--- src/design/i2crb_pkg.sv ---
`timescale 1ns / 1ps
`default_nettype none

package i2crb_pkg;

    // bank geometry
    localparam int BANK_SIZE = 39;
    localparam int BANK_AW   = $clog2(BANK_SIZE);
    localparam logic [7:0] BANK_SIZE_B = 8'(BANK_SIZE);

    // fixed register locations
    localparam int REG_TOP_LEDS    = 4;
    localparam int REG_BOT_LEDS    = 17;
    localparam int REG_TOP_CLICKS  = 30;
    localparam int REG_BOT_CLICKS  = 31;
    localparam int REG_TOP_PRESSES = 32;
    localparam int REG_BOT_PRESSES = 33;
    localparam int REG_TOP_SETTING = 34;
    localparam int REG_BOT_SETTING = 35;
    localparam int REG_AUTOSET     = 36;
    localparam int REG_WDT         = 37;
    localparam int REG_FW          = 38;
    localparam logic [7:0] REG_WDT_B = 8'(REG_WDT);

    localparam logic [7:0] FW_VERSION = 8'h12;

    // dial arithmetic
    localparam int LED_COUNT = 9;
    localparam int LED_MID   = 4;
    localparam logic [7:0] STEP = 8'd25;
    localparam logic signed [7:0] SETTING_MAX = 8'sd100;
    localparam logic signed [7:0] SETTING_MIN = -8'sd100;
    localparam logic signed [7:0] LOW_THRESH  [4] = '{-8'sd100, -8'sd70, -8'sd50, -8'sd25};
    localparam logic signed [7:0] HIGH_THRESH [4] = '{8'sd25, 8'sd50, 8'sd75, 8'sd100};

    // configuration port
    localparam int CFG_AW = 2;

    typedef enum logic [CFG_AW-1:0] {
        CFG_COLOR_LOW  = 2'd0,
        CFG_COLOR_OFF  = 2'd1,
        CFG_COLOR_MID  = 2'd2,
        CFG_COLOR_HIGH = 2'd3
    } t_cfg_idx;

    typedef enum logic [1:0] {
        MODE_READ  = 2'd0,
        MODE_START = 2'd1,
        MODE_DATA  = 2'd2,
        MODE_TICK  = 2'd3
    } t_mode;

    typedef struct packed {
        logic [7:0] low;
        logic [7:0] off;
        logic [7:0] mid;
        logic [7:0] high;
    } t_colors;

    typedef struct packed {
        logic [7:0] read_data;
        logic       wdt_kick;
    } t_result;

endpackage

`default_nettype wire

--- src/design/i2crb_dial.sv ---
`timescale 1ns / 1ps
`default_nettype none

module i2crb_dial (
    input  wire logic [7:0]       i_setting,
    input  wire logic [7:0]       i_clicks,
    input  wire logic [7:0]       i_prev_clicks,
    input  wire logic [7:0]       i_presses,
    input  wire logic [7:0]       i_prev_presses,
    input  wire i2crb_pkg::t_colors i_colors,
    output logic [7:0]            o_setting,
    output logic [i2crb_pkg::LED_COUNT-1:0][7:0] o_leds
);

    logic signed [7:0] stepped;
    logic signed [7:0] clamped;

    // click step with 8-bit wrap, press reset, then clamp
    always_comb begin
        stepped = $signed(i_setting);
        if ($signed(i_clicks) < $signed(i_prev_clicks)) begin
            stepped = $signed(i_setting - i2crb_pkg::STEP);
        end else if ($signed(i_clicks) > $signed(i_prev_clicks)) begin
            stepped = $signed(i_setting + i2crb_pkg::STEP);
        end
        if (i_presses != i_prev_presses) begin
            stepped = '0;
        end
        clamped = stepped;
        if (stepped < i2crb_pkg::SETTING_MIN) begin
            clamped = i2crb_pkg::SETTING_MIN;
        end
        if (stepped > i2crb_pkg::SETTING_MAX) begin
            clamped = i2crb_pkg::SETTING_MAX;
        end
    end

    assign o_setting = $unsigned(clamped);

    // led ring by threshold on the clamped setting
    always_comb begin
        for (int i = 0; i < 4; i++) begin
            o_leds[i] = (clamped <= i2crb_pkg::LOW_THRESH[i]) ?
                        i_colors.low : i_colors.off;
            o_leds[i2crb_pkg::LED_MID+1+i] = (clamped >= i2crb_pkg::HIGH_THRESH[i]) ?
                        i_colors.high : i_colors.off;
        end
        o_leds[i2crb_pkg::LED_MID] = i_colors.mid;
    end

endmodule

`default_nettype wire

--- src/design/i2crb_bank.sv ---
`timescale 1ns / 1ps
`default_nettype none

module i2crb_bank (
    input  wire logic               i_clk,
    input  wire logic               i_rst_n,
    input  wire logic               i_fire,
    input  wire i2crb_pkg::t_mode   i_mode,
    input  wire logic [7:0]         i_data,
    input  wire i2crb_pkg::t_colors i_colors,
    output i2crb_pkg::t_result      o_result
);

    logic [7:0] r_bank [i2crb_pkg::BANK_SIZE];
    logic [7:0] n_bank [i2crb_pkg::BANK_SIZE];
    logic [7:0] r_ptr, n_ptr;
    logic       r_expect_addr, n_expect_addr;
    logic [7:0] r_prev_top_clicks, n_prev_top_clicks;
    logic [7:0] r_prev_bot_clicks, n_prev_bot_clicks;
    logic [7:0] r_prev_top_presses, n_prev_top_presses;
    logic [7:0] r_prev_bot_presses, n_prev_bot_presses;

    logic       in_range;
    logic [7:0] rd_byte;
    logic [7:0] top_set_new;
    logic [7:0] bot_set_new;
    logic [i2crb_pkg::LED_COUNT-1:0][7:0] top_leds;
    logic [i2crb_pkg::LED_COUNT-1:0][7:0] bot_leds;

    // dial units read their fixed bank bytes
    i2crb_dial u_top_dial (
        .i_setting      (r_bank[i2crb_pkg::REG_TOP_SETTING]),
        .i_clicks       (r_bank[i2crb_pkg::REG_TOP_CLICKS]),
        .i_prev_clicks  (r_prev_top_clicks),
        .i_presses      (r_bank[i2crb_pkg::REG_TOP_PRESSES]),
        .i_prev_presses (r_prev_top_presses),
        .i_colors       (i_colors),
        .o_setting      (top_set_new),
        .o_leds         (top_leds)
    );

    i2crb_dial u_bot_dial (
        .i_setting      (r_bank[i2crb_pkg::REG_BOT_SETTING]),
        .i_clicks       (r_bank[i2crb_pkg::REG_BOT_CLICKS]),
        .i_prev_clicks  (r_prev_bot_clicks),
        .i_presses      (r_bank[i2crb_pkg::REG_BOT_PRESSES]),
        .i_prev_presses (r_prev_bot_presses),
        .i_colors       (i_colors),
        .o_setting      (bot_set_new),
        .o_leds         (bot_leds)
    );

    // pointer read port
    assign in_range = (r_ptr < i2crb_pkg::BANK_SIZE_B);
    assign rd_byte  = in_range ? r_bank[r_ptr[i2crb_pkg::BANK_AW-1:0]] : 8'd0;

    // next state for one word
    always_comb begin
        n_bank             = r_bank;
        n_ptr              = r_ptr;
        n_expect_addr      = r_expect_addr;
        n_prev_top_clicks  = r_prev_top_clicks;
        n_prev_bot_clicks  = r_prev_bot_clicks;
        n_prev_top_presses = r_prev_top_presses;
        n_prev_bot_presses = r_prev_bot_presses;
        o_result           = '0;
        unique case (i_mode)
            i2crb_pkg::MODE_READ: begin
                o_result.read_data = rd_byte;
                n_ptr = r_ptr + 8'd1;
            end
            i2crb_pkg::MODE_START: begin
                n_expect_addr = 1'b1;
            end
            i2crb_pkg::MODE_DATA: begin
                if (r_expect_addr) begin
                    n_ptr         = i_data;
                    n_expect_addr = 1'b0;
                    if (i_data == i2crb_pkg::REG_WDT_B) begin
                        n_bank[i2crb_pkg::REG_WDT] = r_bank[i2crb_pkg::REG_WDT] + 8'd1;
                        o_result.wdt_kick = 1'b1;
                    end
                end else begin
                    if (in_range) begin
                        n_bank[r_ptr[i2crb_pkg::BANK_AW-1:0]] = i_data;
                    end
                    n_ptr = r_ptr + 8'd1;
                end
            end
            i2crb_pkg::MODE_TICK: begin
                n_bank[i2crb_pkg::REG_FW]          = i2crb_pkg::FW_VERSION;
                n_bank[i2crb_pkg::REG_TOP_SETTING] = top_set_new;
                n_bank[i2crb_pkg::REG_BOT_SETTING] = bot_set_new;
                n_prev_top_clicks  = r_bank[i2crb_pkg::REG_TOP_CLICKS];
                n_prev_bot_clicks  = r_bank[i2crb_pkg::REG_BOT_CLICKS];
                n_prev_top_presses = r_bank[i2crb_pkg::REG_TOP_PRESSES];
                n_prev_bot_presses = r_bank[i2crb_pkg::REG_BOT_PRESSES];
                if (r_bank[i2crb_pkg::REG_AUTOSET] != 8'd0) begin
                    for (int i = 0; i < i2crb_pkg::LED_COUNT; i++) begin
                        n_bank[i2crb_pkg::REG_TOP_LEDS+i] = top_leds[i];
                        n_bank[i2crb_pkg::REG_BOT_LEDS+i] = bot_leds[i];
                    end
                end
            end
            default: begin
                o_result = '0;
            end
        endcase
    end

    // state registers, updated once per processed word
    always_ff @(posedge i_clk) begin
        if (!i_rst_n) begin
            for (int i = 0; i < i2crb_pkg::BANK_SIZE; i++) begin
                r_bank[i] <= '0;
            end
            r_ptr              <= '0;
            r_expect_addr      <= 1'b0;
            r_prev_top_clicks  <= '0;
            r_prev_bot_clicks  <= '0;
            r_prev_top_presses <= '0;
            r_prev_bot_presses <= '0;
        end else if (i_fire) begin
            r_bank             <= n_bank;
            r_ptr              <= n_ptr;
            r_expect_addr      <= n_expect_addr;
            r_prev_top_clicks  <= n_prev_top_clicks;
            r_prev_bot_clicks  <= n_prev_bot_clicks;
            r_prev_top_presses <= n_prev_top_presses;
            r_prev_bot_presses <= n_prev_bot_presses;
        end
    end

    // firmware byte holds the version after any tick
    assert property (@(posedge i_clk) disable iff (!i_rst_n)
        i_fire && (i_mode == i2crb_pkg::MODE_TICK)
        |=> r_bank[i2crb_pkg::REG_FW] == i2crb_pkg::FW_VERSION)
        else $error("fw version not written by tick");

    // settings stay inside the clamp window after a tick
    assert property (@(posedge i_clk) disable iff (!i_rst_n)
        i_fire && (i_mode == i2crb_pkg::MODE_TICK)
        |=> ($signed(r_bank[i2crb_pkg::REG_TOP_SETTING]) >= i2crb_pkg::SETTING_MIN)
         && ($signed(r_bank[i2crb_pkg::REG_TOP_SETTING]) <= i2crb_pkg::SETTING_MAX)
         && ($signed(r_bank[i2crb_pkg::REG_BOT_SETTING]) >= i2crb_pkg::SETTING_MIN)
         && ($signed(r_bank[i2crb_pkg::REG_BOT_SETTING]) <= i2crb_pkg::SETTING_MAX))
        else $error("dial setting outside clamp window");

    // the address byte loads the pointer and clears the address phase
    assert property (@(posedge i_clk) disable iff (!i_rst_n)
        i_fire && (i_mode == i2crb_pkg::MODE_DATA) && r_expect_addr
        |=> !r_expect_addr && (r_ptr == $past(i_data)))
        else $error("address byte not taken as pointer");

endmodule

`default_nettype wire

--- src/design/i2c_register_bank_dial_controller_core.sv ---
`timescale 1ns / 1ps
`default_nettype none

// Register bank behind a serial-bus target, with the periodic dial work.
// Input channel (i_in_valid / o_in_stall) carries one word per bus event:
// i_mode selects read request, write start, data byte or periodic tick,
// i_data is the received byte. Output channel (o_out_valid / i_out_stall)
// returns one word per input word: o_read_data for a read, zero otherwise,
// and o_wdt_kick when an address byte selects the watchdog register.
// Each word is registered on entry, handled by one pass of logic over the
// flop-based bank, and lands in the output register; one word is taken per
// cycle while the receiver does not stall. The input register keeps
// accepting while a finished result waits; the input side stalls only when
// both the input and output registers are full and the receiver stalls.
// Color codes are written through i_cfg_we / i_cfg_idx / i_cfg_data only
// while the block is idle; the user must keep to this, the block itself
// does not enforce it. Reset (synchronous, active low) clears the bank,
// pointer, dial history and both handshakes and reloads default colors.
module i2c_register_bank_dial_controller_core (
    input  wire logic                         i_clk,
    input  wire logic                         i_rst_n,
    input  wire logic                         i_in_valid,
    output logic                              o_in_stall,
    input  wire logic [1:0]                   i_mode,
    input  wire logic [7:0]                   i_data,
    output logic                              o_out_valid,
    input  wire logic                         i_out_stall,
    output logic [7:0]                        o_read_data,
    output logic                              o_wdt_kick,
    input  wire logic                         i_cfg_we,
    input  wire logic [i2crb_pkg::CFG_AW-1:0] i_cfg_idx,
    input  wire logic [7:0]                   i_cfg_data
);

    logic                 r_in_valid;
    i2crb_pkg::t_mode     r_in_mode;
    logic [7:0]           r_in_data;
    logic                 r_out_valid;
    i2crb_pkg::t_result   r_out;
    i2crb_pkg::t_colors   r_colors;
    i2crb_pkg::t_result   result;
    logic                 fire;
    logic                 in_accept;

    // handshake control
    assign fire       = r_in_valid && (!r_out_valid || !i_out_stall);
    assign o_in_stall = r_in_valid && !fire;
    assign in_accept  = i_in_valid && !o_in_stall;

    // configuration registers
    always_ff @(posedge i_clk) begin
        if (!i_rst_n) begin
            r_colors.low  <= 8'd4;
            r_colors.off  <= 8'd0;
            r_colors.mid  <= 8'd2;
            r_colors.high <= 8'd1;
        end else if (i_cfg_we) begin
            unique case (i2crb_pkg::t_cfg_idx'(i_cfg_idx))
                i2crb_pkg::CFG_COLOR_LOW:  r_colors.low  <= i_cfg_data;
                i2crb_pkg::CFG_COLOR_OFF:  r_colors.off  <= i_cfg_data;
                i2crb_pkg::CFG_COLOR_MID:  r_colors.mid  <= i_cfg_data;
                i2crb_pkg::CFG_COLOR_HIGH: r_colors.high <= i_cfg_data;
                default:                   r_colors      <= r_colors;
            endcase
        end
    end

    // input word register
    always_ff @(posedge i_clk) begin
        if (!i_rst_n) begin
            r_in_valid <= 1'b0;
        end else if (!o_in_stall) begin
            r_in_valid <= i_in_valid;
        end
        if (in_accept) begin
            r_in_mode <= i2crb_pkg::t_mode'(i_mode);
            r_in_data <= i_data;
        end
    end

    i2crb_bank u_bank (
        .i_clk    (i_clk),
        .i_rst_n  (i_rst_n),
        .i_fire   (fire),
        .i_mode   (r_in_mode),
        .i_data   (r_in_data),
        .i_colors (r_colors),
        .o_result (result)
    );

    // result register
    always_ff @(posedge i_clk) begin
        if (!i_rst_n) begin
            r_out_valid <= 1'b0;
        end else if (fire) begin
            r_out_valid <= 1'b1;
        end else if (!i_out_stall) begin
            r_out_valid <= 1'b0;
        end
        if (fire) begin
            r_out <= result;
        end
    end

    assign o_out_valid = r_out_valid;
    assign o_read_data = r_out.read_data;
    assign o_wdt_kick  = r_out.wdt_kick;

    // input side stalls only with both registers full
    assert property (@(posedge i_clk) disable iff (!i_rst_n)
        o_in_stall |-> r_in_valid && r_out_valid && i_out_stall)
        else $error("input stalled with room in the pipeline");

    // read data is zero for every word that is not a read
    assert property (@(posedge i_clk) disable iff (!i_rst_n)
        fire && (r_in_mode != i2crb_pkg::MODE_READ) |=> o_read_data == 8'd0)
        else $error("nonzero read data for a non-read word");

    // kick only follows a data byte
    assert property (@(posedge i_clk) disable iff (!i_rst_n)
        fire && (r_in_mode != i2crb_pkg::MODE_DATA) |=> !o_wdt_kick)
        else $error("watchdog kick without a data byte");

endmodule

`default_nettype wire
--- config.mk ---
export PLATFORM = sky130hd
export DESIGN_NAME = i2c_register_bank_dial_controller_core
export DESIGN_NICKNAME = d
export VERILOG_FILES = /design/src/design/i2crb_pkg.sv /design/src/design/i2crb_dial.sv /design/src/design/i2crb_bank.sv /design/src/design/i2c_register_bank_dial_controller_core.sv
export SDC_FILE = /design/constraint.sdc
export NUM_CORES = 1
export LEC_CHECK = 0
export BUFFER_PORTS_ARGS = -buffer_cell sky130_fd_sc_hd__buf_4
export CAP_MARGIN = 20
export CORE_MARGIN = 2
export CORE_UTILIZATION = 57
export DETAILED_ROUTE_END_ITERATION = 7
export PLACE_DENSITY = 0.82
export SLEW_MARGIN = 25
export SYNTH_ARGS = -nofsm -noshare
export SYNTH_HDL_FRONTEND = slang
export SYNTH_SLANG_ARGS = --single-unit
--- constraint.sdc ---
create_clock -name i_clk -period 4.7 [get_ports i_clk]
set_input_delay 1.175 -clock i_clk [delete_from_list [all_inputs] [get_ports i_clk]]
set_output_delay 1.175 -clock i_clk [all_outputs]
set_load 0.01 [all_outputs]
==> out/qor.txt <==
Lkg Pwr -> 8.83 nW
Synth top area cells -> dfxtp_1, mux2i_1, nand2_1
Setup crit start -> u_bank.r_prev_bot_clicks[1]
Critical R2R Launch -> u_bank.r_prev_bot_clicks[1]
Worst-path fanout max -> 8
Slew Limit Headroom -> 22.9%
Height of the die -> 198 µm
Required @ worst endpoint -> 5.16 ns
P&R area growth vs syn -> 15.5%
Post-Syn Nets -> 2609
Root Driver -> clkbuf_16
Hold buffers post-CTS -> 0
I/O Buffers -> 35
Largest net degree at the start of global routing -> 151
Reg2reg setup slack -> -0.10 ns
Reg area -> 8320 µm²
Max-cap viol count -> 0
Share of post-route cells with drive strength above 1 -> 14.8%
Worst-margin pin slew -> 1.16 ns
Gr ovfl total -> 0
Core ar. -> 37400 µm²
Initial core utilization -> 57.4%
Clock sink total -> 406
Synth Register Bits -> 406
EDFF count, synth -> 19
Die area -> 39200 µm²
First-pass GRT wire length -> 122 mm
Yosys cell types -> 91
Post-route DRC -> 1
Critical Path End -> u_bank.r_bank[108]
Post-layout worst setup margin -> -0.104 ns
Largest family of logic cells by synthesized area -> compound AO/OA/AOI/OAI gates
Ys flop type -> dfxtp_1
Status -> finished, violations left
Peak VDD IR -> 0.345 mV
Cells after Synth -> 2557
Area of the multi-input gates -> 12500 µm²
WL final -> 82.3 mm
Synth Cell Area -> 21500 µm²
Max Transition Viols Final -> 0
Minimum clock period -> 4.80 ns
Setup Viol. Count Final -> 8
Post-synth top area share -> 36.1%
Fin. Hold Viols -> 0
Clock Latency Late Sink -> 0.60 ns
Clock transition at the registers of the reported paths -> 0.06 ns
Final period util -> 102%
Avg Cell Area, Syn -> 8.39 µm²
Simple-Gate Fraction of Synth Area -> 16.9%
Overall Global Routing Usage -> 41.1%
CTS Buf Count -> 45
F_max -> 0.208 GHz
Post-DRT Antenna Nets -> 0
Adder-cell share of the synthesized area -> 1.57%
Iteration-0 DRC Markers -> 3448
Router iterations before antenna repair -> 8
Layout net count -> 2638
Min Hold Slack -> 0.453 ns
Antenna violations before repair -> 0
Mux contribution to synthesized area -> 14.6%
Via count -> 21900
Synth warnings -> 0
Setup slack after placement -> -0.0740 ns
Unrepaired setup endpoints after global routing -> yes
Worst R2R End -> u_bank.r_bank[108]
Clock Tree Buf Depth -> 3
Rows -> 71
Vias in the first global route -> 20300
TritonCTS clock tree -> yes
# IOs -> 36
Routability Congestion -> 1.03
R2R cell count -> 22
Compound-Gate Fraction of Synth Area -> 22.4%
FFs w/ async S/R, synth -> 0%
Drt via density -> 7.01
Worst clock skew -> 0.0187 ns
Die X -> 198 µm
WS Path Type -> reg2reg
# H-tree levels -> 2
Failing checks -> DRC, setup timing
Fin Setup TNS -> -0.367 ns
Cell Pwr Density -> 316 nW/µm²
Area leader, netlist -> dfxtp_1
Startpoint types -> flop
DP HPWL -> 53.8 mm
FILL cells -> 2909
CP Capture Type -> flop
Worst min path class -> reg2reg
Seq/Total Area, Yosys -> 38.8%
Avg WL per Cell -> 26.3 µm
Xor-xnor portion of the synthesized cell area -> 1.22%
CP arrival -> 5.26 ns
## cell type report
class | instances | share of cell area (%)
Multi-Input combinational cell | 1892 | 50.3
Clock buffer | 64 | 5.36
Clock inverter | 17 | 0.686
Timing Repair Buffer | 206 | 6.92
Antenna cell | 1 | 0.0101
Sequential cell | 406 | 33.6
Tap cell | 511 | 2.58
Inverter | 35 | 0.550
## cell usage after synthesis (7+ instances only)
master	count
mux2i_1	278
inv_1	34
nand2_1	276
a31oi_1	130
a221oi_1	21
and3_1	17
nor3b_1	7
o21ai_0	174
and2_1	42
nand3_1	48
nand4_1	38
nand2b_1	11
buf_1	16
mux4_2	9
dfxtp_1	387
nor2_1	261
nor2b_1	15
or2_2	7
a211oi_1	23
nor3_1	35
a21o_1	8
ha_1	27
mux2_2	13
o211ai_1	23
a41oi_1	9
edfxtp_1	19
clkbuf_1	201
xnor2_1	23
o221ai_1	8
o22ai_1	10
a22oi_1	109
or3_1	8
a21oi_1	157
a22o_1	14
## where the power goes
part | leakage (nW) | switching (mW) | internal (mW)
combinational | 4.78 | 0.412 | 0.187
sequential | 3.31 | 0.0727 | 3.52
clock | 0.748 | 1.51 | 2.13
## cell families after synthesis
logic type                 Yosys count
adders and majority gates           27
AOI/OAI and AO/OA                  742
DFF                                406
and+or+nand+nor                    793
buffers and inverters              260
xor gates and xnor gates            29
muxes                              300
## per-layer routing
metal  GRT usage [%]  routed length, µm  vias up
li1                -                  -     9373
met2            59.2              33800     1853
met4            29.8               6940        0
met5               0                  0        -
met1            53.7              30000    10300
met3            9.83              11600      451
## worst max-delay path, cell delays in order, from the launching register on
cell      delay [ns]
dfxtp_2         0.34
inv_2           0.05
ha_4            0.21
nor2b_1         0.13
o211ai_1        0.22
a21oi_2         0.11
o31ai_4         0.37
buf_4           0.18
mux2_4          0.32
xnor2_2         0.17
and3_4          0.21
a211oi_2        0.06
or2_4           0.27
ha_4            0.23
nor3_2          0.10
buf_4           0.16
nand2_2         0.06
mux2i_1         0.24
nand2_1         0.15
or4_4           0.55
o211ai_4        0.18
mux2i_1         0.25
a31oi_1         0.11
## worst min-delay path by stage
| stage | startpoint | cells past startpoint | slack, ns | end |
|---|---|---|---|---|
| after floorplan | u_bank.r_bank[0] | 2 | 0.43 | u_bank.r_bank[0] |
| after global placement | u_bank.r_bank[0] | 2 | 0.44 | u_bank.r_bank[0] |
| after detailed placement | u_bank.r_bank[5] | 2 | 0.44 | u_bank.r_bank[5] |
| after CTS | u_bank.r_bank[5] | 2 | 0.45 | u_bank.r_bank[5] |
| after global routing | u_bank.r_bank[3] | 2 | 0.47 | u_bank.r_bank[3] |
| final | u_bank.r_prev_bot_clicks[5] | 2 | 0.45 | u_bank.r_prev_bot_clicks[5] |
## cells in the final DEF (no fill, tap or decap), drive strengths merged, types with 7 or more instances in the layout
cell / count
nor3b: 7
a221oi: 21
o22ai: 10
a211oi: 24
a41oi: 11
nor3: 37
buf: 206
clkbuf: 64
a22o: 14
nand4: 39
xnor2: 23
or2: 7
nand2: 276
and2: 45
mux4: 9
nor2: 263
dfxtp: 387
edfxtp: 19
mux2: 13
mux2i: 278
clkinv: 12
nand2b: 12
a21oi: 160
or3: 9
and3: 17
o21ai: 178
nand3: 49
a31oi: 131
o221ai: 8
nor2b: 15
o211ai: 25
ha: 27
inv: 36
a22oi: 109
a21o: 8
## registers in the layout, indices dropped and copies added, names as in the netlist
| register | count |
|---|---|
| r_in_mode | 2 |
| u_bank.r_prev_bot_presses | 8 |
| u_bank.r_ptr | 8 |
| u_bank.r_prev_top_presses | 8 |
| r_in_data | 8 |
| u_bank.r_prev_bot_clicks | 8 |
| u_bank.r_prev_top_clicks | 8 |
| o_wdt_kick | 1 |
| r_in_valid | 1 |
| o_out_valid | 1 |
| r_colors | 32 |
| u_bank.r_expect_addr | 1 |
| o_read_data | 8 |
| u_bank.r_bank | 312 |
## stage by stage
stage	cell area (µm²)	utilization (%)	std cells	power, mW
after floorplan	21500	-	2557	3.96
after global placement	22900	61.3	3036	4.20
after detailed placement	22900	61.3	3036	4.21
after CTS	24500	65.4	3122	7.79
after global routing	24800	66.3	3131	7.98
final	24800	66.3	3132	7.84
## repair_timing
| item | in CTS | in global routing |
|---|---|---|
| pin swaps | 3 | 29 |
| cloned | 1 | 0 |
| setup endpoints to repair | 24 | 122 |
| resized for setup | 5 | 54 |
| buffers inserted | 4 | 9 |
No activity file was read; power rests on OpenSTA's default activity.
